$ cat config.mk
export PLATFORM = sky130hd
export DESIGN_NAME = line_argument_tokenizer
export DESIGN_NICKNAME = d
export VERILOG_FILES = /design/src/rtl/lat_pkg.sv /design/src/rtl/lat_front.sv /design/src/rtl/lat_queue.sv /design/src/rtl/lat_back.sv /design/src/rtl/line_argument_tokenizer.sv
export SDC_FILE = /design/constraint.sdc
export NUM_CORES = 1
export LEC_CHECK = 0
export BUFFER_PORTS_ARGS = -buffer_cell sky130_fd_sc_hd__buf_2
export CORE_MARGIN = 2
export CORE_UTILIZATION = 65
export CTS_CLUSTER_DIAMETER = 100
export DETAILED_ROUTE_END_ITERATION = 8
export GPL_TIMING_DRIVEN = 0
export PLACE_DENSITY_LB_ADDON = 0.1
export SETUP_SLACK_MARGIN = 0.1
export SYNTH_ARGS = -nofsm -noshare
export SYNTH_HDL_FRONTEND = slang
export SYNTH_HIERARCHICAL = 1
export SYNTH_SLANG_ARGS = --single-unit
$ cat constraint.sdc
create_clock -name clk -period 10.22 [get_ports clk]
set_clock_uncertainty 0.05 [all_clocks]
set_input_delay 0.511 -clock clk [delete_from_list [all_inputs] [get_ports clk]]
set_output_delay 0.511 -clock clk [all_outputs]
set_load 0.02 [all_outputs]
$ cat src/rtl/lat_pkg.sv
// ----------------------------------------------------------------------------
// lat_pkg - shared types and constants of the line argument tokenizer
// Result word layout, queue entry layout, result kinds and the line limits.
// ----------------------------------------------------------------------------
package lat_pkg;

    localparam int MAX_ARGS    = 16;
    localparam int RAW_LIMIT   = 256;
    localparam int QUEUE_DEPTH = 4;
    localparam int QPTR_W      = $clog2(QUEUE_DEPTH);
    localparam int QCNT_W      = $clog2(QUEUE_DEPTH + 1);

    localparam logic [7:0] CH_NUL   = 8'h00;
    localparam logic [7:0] CH_LF    = 8'h0A;
    localparam logic [7:0] CH_CR    = 8'h0D;
    localparam logic [7:0] CH_SPACE = 8'h20;
    localparam logic [7:0] CH_COMMA = 8'h2C;

    typedef enum logic [1:0] {
        KIND_BYTE = 2'd0,
        KIND_END  = 2'd1,
        KIND_LINE = 2'd2
    } kind_t;

    typedef struct packed {
        kind_t       kind;
        logic [7:0]  data_byte;
        logic [3:0]  arg_index;
        logic [4:0]  arg_count;
        logic [8:0]  line_length;
        logic [15:0] consumed;
        logic        overflow;
    } res_t;

    // An entry holds the one or two result words of one accepted character
    typedef struct packed {
        logic two;
        res_t r0;
        res_t r1;
    } entry_t;

    typedef struct packed {
        logic full;
        logic empty;
    } q_stat_t;

    function automatic res_t make_token(kind_t k, logic [7:0] d, logic [3:0] idx);
        res_t r;
        r           = '0;
        r.kind      = k;
        r.data_byte = d;
        r.arg_index = idx;
        return r;
    endfunction

    function automatic res_t make_line(logic [4:0] cnt, logic [8:0] len,
                                       logic [15:0] cons, logic ovf);
        res_t r;
        r             = '0;
        r.kind        = KIND_LINE;
        r.arg_count   = cnt;
        r.line_length = len;
        r.consumed    = cons;
        r.overflow    = ovf;
        return r;
    endfunction

endpackage

$ cat src/rtl/lat_front.sv
// ----------------------------------------------------------------------------
// lat_front - character classifier and line state
// Classifies each accepted character, advances the line state and builds the
// result words it causes.
// ----------------------------------------------------------------------------
module lat_front (
    input  logic            clk,
    input  logic            rst_n,
    input  logic            accept,
    input  logic [7:0]      ch,
    output logic            push,
    output lat_pkg::entry_t entry
);
    import lat_pkg::*;

    typedef enum logic [1:0] {
        MODE_SCAN = 2'd0,
        MODE_COPY = 2'd1,
        MODE_CLIP = 2'd2
    } mode_t;

    typedef enum logic [1:0] {
        CLS_TEXT = 2'd0,
        CLS_SEP  = 2'd1,
        CLS_RET  = 2'd2,
        CLS_NUL  = 2'd3
    } cls_t;

    mode_t       mode_reg, mode_next;
    logic [4:0]  tc_reg, tc_next;
    logic [8:0]  rl_reg, rl_next;
    logic [15:0] cc_reg, cc_next;
    logic        tm_reg, tm_next;

    cls_t        cls;
    logic [1:0]  n;
    logic        do_scan;
    res_t        r;
    res_t        res0, res1;

    always_comb
    begin
        if (ch == CH_NUL)
            cls = CLS_NUL;
        else if (ch == CH_LF || ch == CH_CR)
            cls = CLS_RET;
        else if (ch <= CH_SPACE || ch == CH_COMMA || ch[7])
            cls = CLS_SEP;
        else
            cls = CLS_TEXT;
    end

    always_comb
    begin
        mode_next = mode_reg;
        tc_next   = tc_reg;
        rl_next   = rl_reg;
        cc_next   = cc_reg;
        tm_next   = tm_reg;
        n         = 2'd0;
        do_scan   = 1'b0;
        r         = '0;
        res0      = '0;
        res1      = '0;

        unique case (mode_reg)
            MODE_CLIP:
            begin
                if (cls == CLS_RET)
                begin
                    if (cc_next != 16'hFFFF)
                        cc_next = cc_next + 16'd1;
                end
                else
                begin
                    // close the line, this character opens the next one
                    res0      = make_line(tc_next, rl_next, cc_next, tm_next);
                    n         = 2'd1;
                    tc_next   = '0;
                    rl_next   = 9'd1;
                    cc_next   = 16'd1;
                    tm_next   = 1'b0;
                    mode_next = MODE_SCAN;
                    do_scan   = 1'b1;
                end
            end
            MODE_COPY:
            begin
                if (rl_next < 9'(RAW_LIMIT))
                    rl_next = rl_next + 9'd1;
                if (cc_next != 16'hFFFF)
                    cc_next = cc_next + 16'd1;
                if (cls == CLS_TEXT)
                begin
                    if (!tm_next)
                    begin
                        res0 = make_token(KIND_BYTE, ch, 4'(tc_next - 5'd1));
                        n    = 2'd1;
                    end
                end
                else
                begin
                    if (!tm_next)
                    begin
                        res0 = make_token(KIND_END, 8'd0, 4'(tc_next - 5'd1));
                        n    = 2'd1;
                    end
                    mode_next = MODE_SCAN;
                    do_scan   = 1'b1;
                end
            end
            default:
            begin
                mode_next = MODE_SCAN;
                if (rl_next < 9'(RAW_LIMIT))
                    rl_next = rl_next + 9'd1;
                if (cc_next != 16'hFFFF)
                    cc_next = cc_next + 16'd1;
                do_scan = 1'b1;
            end
        endcase

        if (do_scan)
        begin
            unique case (cls)
                CLS_TEXT:
                begin
                    if (tc_next < 5'(MAX_ARGS))
                    begin
                        r = make_token(KIND_BYTE, ch, tc_next[3:0]);
                        if (n == 2'd0)
                            res0 = r;
                        else
                            res1 = r;
                        n       = n + 2'd1;
                        tc_next = tc_next + 5'd1;
                    end
                    else
                        tm_next = 1'b1;
                    mode_next = MODE_COPY;
                end
                CLS_RET:
                    mode_next = MODE_CLIP;
                CLS_NUL:
                begin
                    r = make_line(tc_next, rl_next, cc_next, tm_next);
                    if (n == 2'd0)
                        res0 = r;
                    else
                        res1 = r;
                    n         = n + 2'd1;
                    tc_next   = '0;
                    rl_next   = '0;
                    cc_next   = '0;
                    tm_next   = 1'b0;
                    mode_next = MODE_SCAN;
                end
                default: ;
            endcase
        end
    end

    assign push      = accept && (n != 2'd0);
    assign entry.two = (n == 2'd2);
    assign entry.r0  = res0;
    assign entry.r1  = res1;

    always_ff @(posedge clk or negedge rst_n)
    begin
        if (!rst_n)
        begin
            mode_reg <= MODE_SCAN;
            tc_reg   <= '0;
            rl_reg   <= '0;
            cc_reg   <= '0;
            tm_reg   <= 1'b0;
        end
        else if (accept)
        begin
            mode_reg <= mode_next;
            tc_reg   <= tc_next;
            rl_reg   <= rl_next;
            cc_reg   <= cc_next;
            tm_reg   <= tm_next;
        end
    end

endmodule

$ cat src/rtl/lat_queue.sv
// ----------------------------------------------------------------------------
// lat_queue - short entry queue between front and back
// Register FIFO of result entries; head entry is shown for the back to read.
// ----------------------------------------------------------------------------
module lat_queue (
    input  logic              clk,
    input  logic              rst_n,
    input  logic              push,
    input  lat_pkg::entry_t   wr_entry,
    input  logic              pop,
    output lat_pkg::entry_t   head,
    output lat_pkg::q_stat_t  stat
);
    import lat_pkg::*;

    entry_t              mem_reg [QUEUE_DEPTH];
    logic [QPTR_W-1:0]   wr_ptr_reg, rd_ptr_reg;
    logic [QCNT_W-1:0]   cnt_reg, cnt_next;

    assign head       = mem_reg[rd_ptr_reg];
    assign stat.full  = (cnt_reg == QCNT_W'(QUEUE_DEPTH));
    assign stat.empty = (cnt_reg == '0);

    always_comb
    begin
        cnt_next = cnt_reg;
        if (push && !pop)
            cnt_next = cnt_reg + QCNT_W'(1);
        else if (pop && !push)
            cnt_next = cnt_reg - QCNT_W'(1);
    end

    always_ff @(posedge clk)
    begin
        if (push)
            mem_reg[wr_ptr_reg] <= wr_entry;
    end

    always_ff @(posedge clk or negedge rst_n)
    begin
        if (!rst_n)
        begin
            wr_ptr_reg <= '0;
            rd_ptr_reg <= '0;
            cnt_reg    <= '0;
        end
        else
        begin
            if (push)
                wr_ptr_reg <= wr_ptr_reg + QPTR_W'(1);
            if (pop)
                rd_ptr_reg <= rd_ptr_reg + QPTR_W'(1);
            cnt_reg <= cnt_next;
        end
    end

endmodule

$ cat src/rtl/lat_back.sv
// ----------------------------------------------------------------------------
// lat_back - result serialiser and output register
// Unpacks queue entries into single result words, one per unstalled cycle.
// ----------------------------------------------------------------------------
module lat_back (
    input  logic             clk,
    input  logic             rst_n,
    input  lat_pkg::entry_t  head,
    input  logic             empty,
    output logic             pop,
    output logic             out_valid,
    input  logic             out_ready,
    output lat_pkg::res_t    out_res,
    output logic             out_last
);
    import lat_pkg::*;

    logic  valid_reg, valid_next;
    logic  sel_reg, sel_next;
    res_t  res_reg, res_next;
    logic  last_reg, last_next;
    logic  load;

    // take the next word when the output register is free or being drained
    assign load = !empty && (!valid_reg || out_ready);
    assign pop  = load && (!head.two || sel_reg);

    always_comb
    begin
        valid_next = valid_reg;
        sel_next   = sel_reg;
        res_next   = res_reg;
        last_next  = last_reg;
        if (load)
        begin
            valid_next = 1'b1;
            res_next   = sel_reg ? head.r1 : head.r0;
            last_next  = sel_reg || !head.two;
            sel_next   = head.two && !sel_reg;
        end
        else if (out_ready)
            valid_next = 1'b0;
    end

    always_ff @(posedge clk or negedge rst_n)
    begin
        if (!rst_n)
        begin
            valid_reg <= 1'b0;
            sel_reg   <= 1'b0;
        end
        else
        begin
            valid_reg <= valid_next;
            sel_reg   <= sel_next;
        end
    end

    always_ff @(posedge clk)
    begin
        res_reg  <= res_next;
        last_reg <= last_next;
    end

    assign out_valid = valid_reg;
    assign out_res   = res_reg;
    assign out_last  = last_reg;

endmodule

$ cat src/rtl/line_argument_tokenizer.sv
// ----------------------------------------------------------------------------
// line_argument_tokenizer - splits a character stream into lines and arguments
// Front classifies characters and tracks the line; back delivers result words.
// ----------------------------------------------------------------------------
//
//  channel | handshake            | word
//  --------+----------------------+---------------------------------------------
//  in      | in_valid / in_ready  | ch
//  out     | out_valid / out_ready| kind, data_byte, arg_index, arg_count,
//          |                      | line_length, consumed, overflow, last
//
//  One character is accepted per cycle; its line state update happens in the
//  same cycle in the front. The back delivers one result word per cycle while
//  out_ready is high, so a character with two results holds the output port for
//  both words; a four entry queue absorbs these bursts and in_ready drops only
//  when it is full. Results go through the queue, then the output register.
//  Reset clears line state, queue pointers and output valid; no clearing pass.
//
module line_argument_tokenizer (
    input  logic        clk,
    input  logic        rst_n,
    input  logic        in_valid,
    output logic        in_ready,
    input  logic [7:0]  ch,
    output logic        out_valid,
    input  logic        out_ready,
    output logic [1:0]  kind,
    output logic [7:0]  data_byte,
    output logic [3:0]  arg_index,
    output logic [4:0]  arg_count,
    output logic [8:0]  line_length,
    output logic [15:0] consumed,
    output logic        overflow,
    output logic        last
);
    import lat_pkg::*;

    logic     accept;
    logic     q_push;
    logic     q_pop;
    entry_t   q_wr_entry;
    entry_t   q_head;
    q_stat_t  q_stat;
    res_t     out_res;

    // accept a word whenever the queue has room
    assign in_ready = !q_stat.full;
    assign accept   = in_valid && in_ready;

    lat_front u_front (
        .clk    (clk),
        .rst_n  (rst_n),
        .accept (accept),
        .ch     (ch),
        .push   (q_push),
        .entry  (q_wr_entry)
    );

    lat_queue u_queue (
        .clk      (clk),
        .rst_n    (rst_n),
        .push     (q_push),
        .wr_entry (q_wr_entry),
        .pop      (q_pop),
        .head     (q_head),
        .stat     (q_stat)
    );

    lat_back u_back (
        .clk       (clk),
        .rst_n     (rst_n),
        .head      (q_head),
        .empty     (q_stat.empty),
        .pop       (q_pop),
        .out_valid (out_valid),
        .out_ready (out_ready),
        .out_res   (out_res),
        .out_last  (last)
    );

    // drive result fields from the output register
    assign kind        = out_res.kind;
    assign data_byte   = out_res.data_byte;
    assign arg_index   = out_res.arg_index;
    assign arg_count   = out_res.arg_count;
    assign line_length = out_res.line_length;
    assign consumed    = out_res.consumed;
    assign overflow    = out_res.overflow;

    // never write into a full queue
    a_no_push_full: assert property (@(posedge clk) disable iff (!rst_n)
        q_push |-> !q_stat.full)
        else $error("queue written while full");

    // never read from an empty queue
    a_no_pop_empty: assert property (@(posedge clk) disable iff (!rst_n)
        q_pop |-> !q_stat.empty)
        else $error("queue read while empty");

    // line summary fields stay zero on token words
    a_token_fields: assert property (@(posedge clk) disable iff (!rst_n)
        (out_valid && kind != KIND_LINE) |->
            (arg_count == 5'd0 && line_length == 9'd0 && consumed == 16'd0 && !overflow))
        else $error("line fields set on a token word");

    // a word that is not the last of its character is followed by another
    a_pair_follows: assert property (@(posedge clk) disable iff (!rst_n)
        (out_valid && out_ready && !last) |=> out_valid)
        else $error("second word of a pair missing");

endmodule

==> reports/qor.tcl <==
set qor(clock_insertion_delay_worst_skew_ns) 0.55
set qor(routedWlPerCell_um) 25.26
set qor(worstSetupStartpoint) {u_front/mode_reg[0]}
set qor(fraction_of_post_synthesis_cell_area_in_the_top_cell_type_by_area) 0.6413
set qor(drt-initial-drc-count) 1054
set qor(placement_rows) 62
set qor(finalHoldViolCount) 0
set qor(max_stage_delay_ns) 0.55
set qor(timing.critical_path.buf_inv) 3
set qor(max-cap-violations) 0
set qor(grt_antenna_before_repair) 0
set qor(grt_pass1_wl_um) 63420
set qor(worst_ep_required_time_ns) 10.60
set qor(max_clock_freq_mhz) 220.5
set qor(floorplan.io_pins) 60
set qor(syn_area_um2) 19200
set qor(grt_start_max_net_pins) 56
set qor(timing.reg2reg.worst_path_depth) 12
set qor(startpoint_type) {register}
set qor(yosys_register_bits) 452
set qor(path_max_fanout) 10
set qor(synth_top_area_cell) {edfxtp_1}
set qor(min_delay_path_depth) 2
set qor(number_of_global_route_vias_before_repair) 10930
set qor(dr.pass1.iters) 5
set qor(count_of_different_cell_masters_after_synthesis) 80
set qor(vias_per_cell) 6.456
set qor(met1_length_um) 17810
set qor(areaGrowthSynthToFinish_pct) 12.78
set qor(worst_path_most_repeated_cell) {ha_1}
set qor(reg2reg_from) {u_front/mode_reg[0]}
set qor(synth.area.top_cells) {edfxtp_1 64%, mux4_2 11%, dfrtp_1 5.5%}
set qor(power-per-cell-area_nw_per_um2) 297.7
set qor(dr.max_layer_used) {met4}
set qor(endpoint_kind) {register}
set qor(run_status) {complete, no violations}
set qor(largest_register_ff_count) 364
set qor(yosysSeqAreaShare) 0.6960
set qor(cts_tree) {yes}
set qor(ratio_of_cells_with_drive_above_1_in_the_final_layout) 0.2738
set qor(syn-instance-count) 1086
set qor(setup_tns_ns) 0
set qor(antenna_left) 0
set qor(yosys-top-cells-count) {410 x edfxtp_1, 91 x mux4_2, 66 x nor2_1}
set qor(comb_power_share) 0.341
set qor(place.port_buffers) 59
set qor(cts-root-buf) {clkbuf_16}
set qor(routed-wl-met3_um) 2599
set qor(maximum_buffer_depth_of_the_clock_tree) 3
set qor(cts-htree-levels) 2
set qor(cts.sink_count) 452
set qor(reg2reg_to) {u_queue/cnt_reg[1]}
set qor(fillers) 1716
set qor(intPower_w) 0.004399
set qor(reg2reg_slack_ns) 5.69
set qor(hold_path.startpoint) {out_ready}
set qor(detailroute.via_count) 10500
set qor(die_w_um) 175.9
set qor(antenna_cells) 0
set qor(cts_hold_repair.buffers) 0
set qor(grt_overflow) 0
set qor(timing.critical_path.arrival_ns) 4.92
set qor(hpwlAfterDp_um) 25410
set qor(path_cells) {inv_1 > ha_1 > clkbuf_1 > nand3_1 > nand2_1 > ha_1 > or4_1 > o221a_1 > ha_1 > inv_1 > fa_1 > mux2_2}
set qor(place_congestion) 0.9466
set qor(hold_class) {in2reg}
set qor(numCtsBuffers) 45
set qor(layout_min_cycle_time_ns) 4.534
set qor(final_min_period_over_clock_period) 0.4437
set qor(vdd_ir_drop_max_mv) 0.2090
set qor(crit_type) {reg2reg}
set qor(fp.coreArea_um2) 28860
set qor(synth-main-ff-cell) {edfxtp_1}
set qor(cts.reportedPaths.clkPinSlew_ns) 0.06
set qor(wire_length_on_met2_um) 19580
set qor(route.final.wire_length_um) 41070
set qor(cts_repair_resize_count) 0
set qor(die_area_um2) 30930
set qor(crit_path_max_delay_cell_type) {nand3_1}
set qor(globalRouteTotalUtil) 0.2742
set qor(sequential_power_share) 0.406
set qor(hold_worst_path_end) {u_back/out_valid}
set qor(unrepaired_setup_endpoints_after_global_routing) {no}
set qor(finalSetupViolations) 0
set qor(synth_most_common_cell) {edfxtp_1}
set qor(layout.core_utilization) 0.7503
set qor(power.static_leakage_nw) 7.576
set qor(maxSlewViolCount) 0
set qor(initial_core_util) 0.6653
set qor(slew_headroom) 0.09993
set qor(worst_slew_pin_tran_ns) 1.338
set qor(synthArstFlopShare) 0.09292
set qor(p_sw_frac) 0.3176
set qor(netSwitchingPower_w) 0.002048
set qor(chipHeight_um) 175.9
set qor(remaining_drc_errors) 0
set qor(clock_power_share) 0.254
set qor(synth_edf_count) 410
set qor(final_net_count) 1231
set qor(postSynthAreaPerCell_um2) 17.68
set qor(yosysWarningCount) 6
set qor(path_delay_family) {simple AND/OR/NAND/NOR gates}
set qor(post_cts_setup_buffer_count) 0
## placed cells by master, fill, tap and decap left out, types with 8 or more instances in the layout
cell type	netlist	routed
edfxtp_1	410	410
mux4_2	91	91
buf_2	20	79
nor2_1	66	66
clkbuf_16	0	47
nand2_1	46	46
dfrtp_1	42	42
mux2_4	40	40
o21ai_0	32	32
clkbuf_1	19	31
inv_1	25	25
a21oi_1	22	21
nand3_1	16	16
nor3_1	13	13
and3_1	13	13
o2bb2ai_1	13	13
ha_1	13	13
buf_6	12	12
nand4_1	12	12
clkinv_1	2	10
buf_4	10	10
xor2_1	9	9
o21ai_1	8	8
conb_1	1	8
## through the flow
stage                     power [W]  setup WS (ns)  area, µm²  instances  hold WS [ns]
after global routing       0.006708          5.552      21650       1626        0.1248
after floorplan            0.004211          5.121      19230       1093        0.1654
after CTS                  0.006478          5.795      21650       1626        0.1198
final                      0.006447          5.686      21650       1626        0.1309
after detailed placement   0.004820          5.596      20170       1542        0.4327
after global placement     0.004781          2.823      20000       1536        0.4241
## kinds of logic (layout without fill, tap and decap cells)
logic type | count (synthesis) | in the layout | synth area share
DFF | 452 | 452 | 0.6960
adders and majority gates | 14 | 14 | 0.009515
xor gates and xnor gates | 14 | 14 | 0.006387
other | 1 | 8 | 0.0001953
buffers and inverters | 94 | 243 | 0.02972
muxes | 141 | 141 | 0.1436
and+or+nand+nor | 224 | 224 | 0.05989
AOI/OAI and AO/OA | 146 | 146 | 0.05468
## worst max-delay path by stage
stage,to,slack (ns),depth (start not counted)
2_1_floorplan,u_queue/mem_reg[1][0],5.12,10
3_3_place_gp,u_queue/mem_reg[1][5],2.82,11
3_5_place_dp,u_queue/cnt_reg[1],5.60,14
4_1_cts,u_queue/cnt_reg[1],5.79,12
5_1_grt,u_queue/cnt_reg[1],5.55,12
6_report,u_queue/cnt_reg[1],5.69,12
## power by group through the flow
stage / Clock, W / Sequential [W] / Combinational (W)
6_report: 0.00164 / 0.00261 / 0.00220
5_1_grt: 0.00173 / 0.00264 / 0.00234
4_1_cts: 0.00166 / 0.00261 / 0.00220
3_5_place_dp: 0 / 0.00265 / 0.00217
3_3_place_gp: 0 / 0.00267 / 0.00211
2_1_floorplan: 0 / 0.00277 / 0.00145
## routing by layer
layer,GRT usage,vias up
met5,0,-
met4,0.08471,0
met3,0.03593,78
met2,0.4337,433
met1,0.4085,5414
li1,-,4573
## layout make-up
type / instances / area, µm² / share of cell area
buffer: 67 / 469.2 / 0.02167
inverter: 27 / 101.3 / 0.004680
sequential: 452 / 13360 / 0.6171
tap: 384 / 480.5 / 0.02219
clock buffer: 62 / 1262 / 0.05830
clock inverter: 22 / 217.7 / 0.01005
timing repair buffer: 65 / 445.4 / 0.02057
multi-input combinational: 547 / 5314 / 0.2454
No activity file was read; power rests on OpenSTA's default activity.
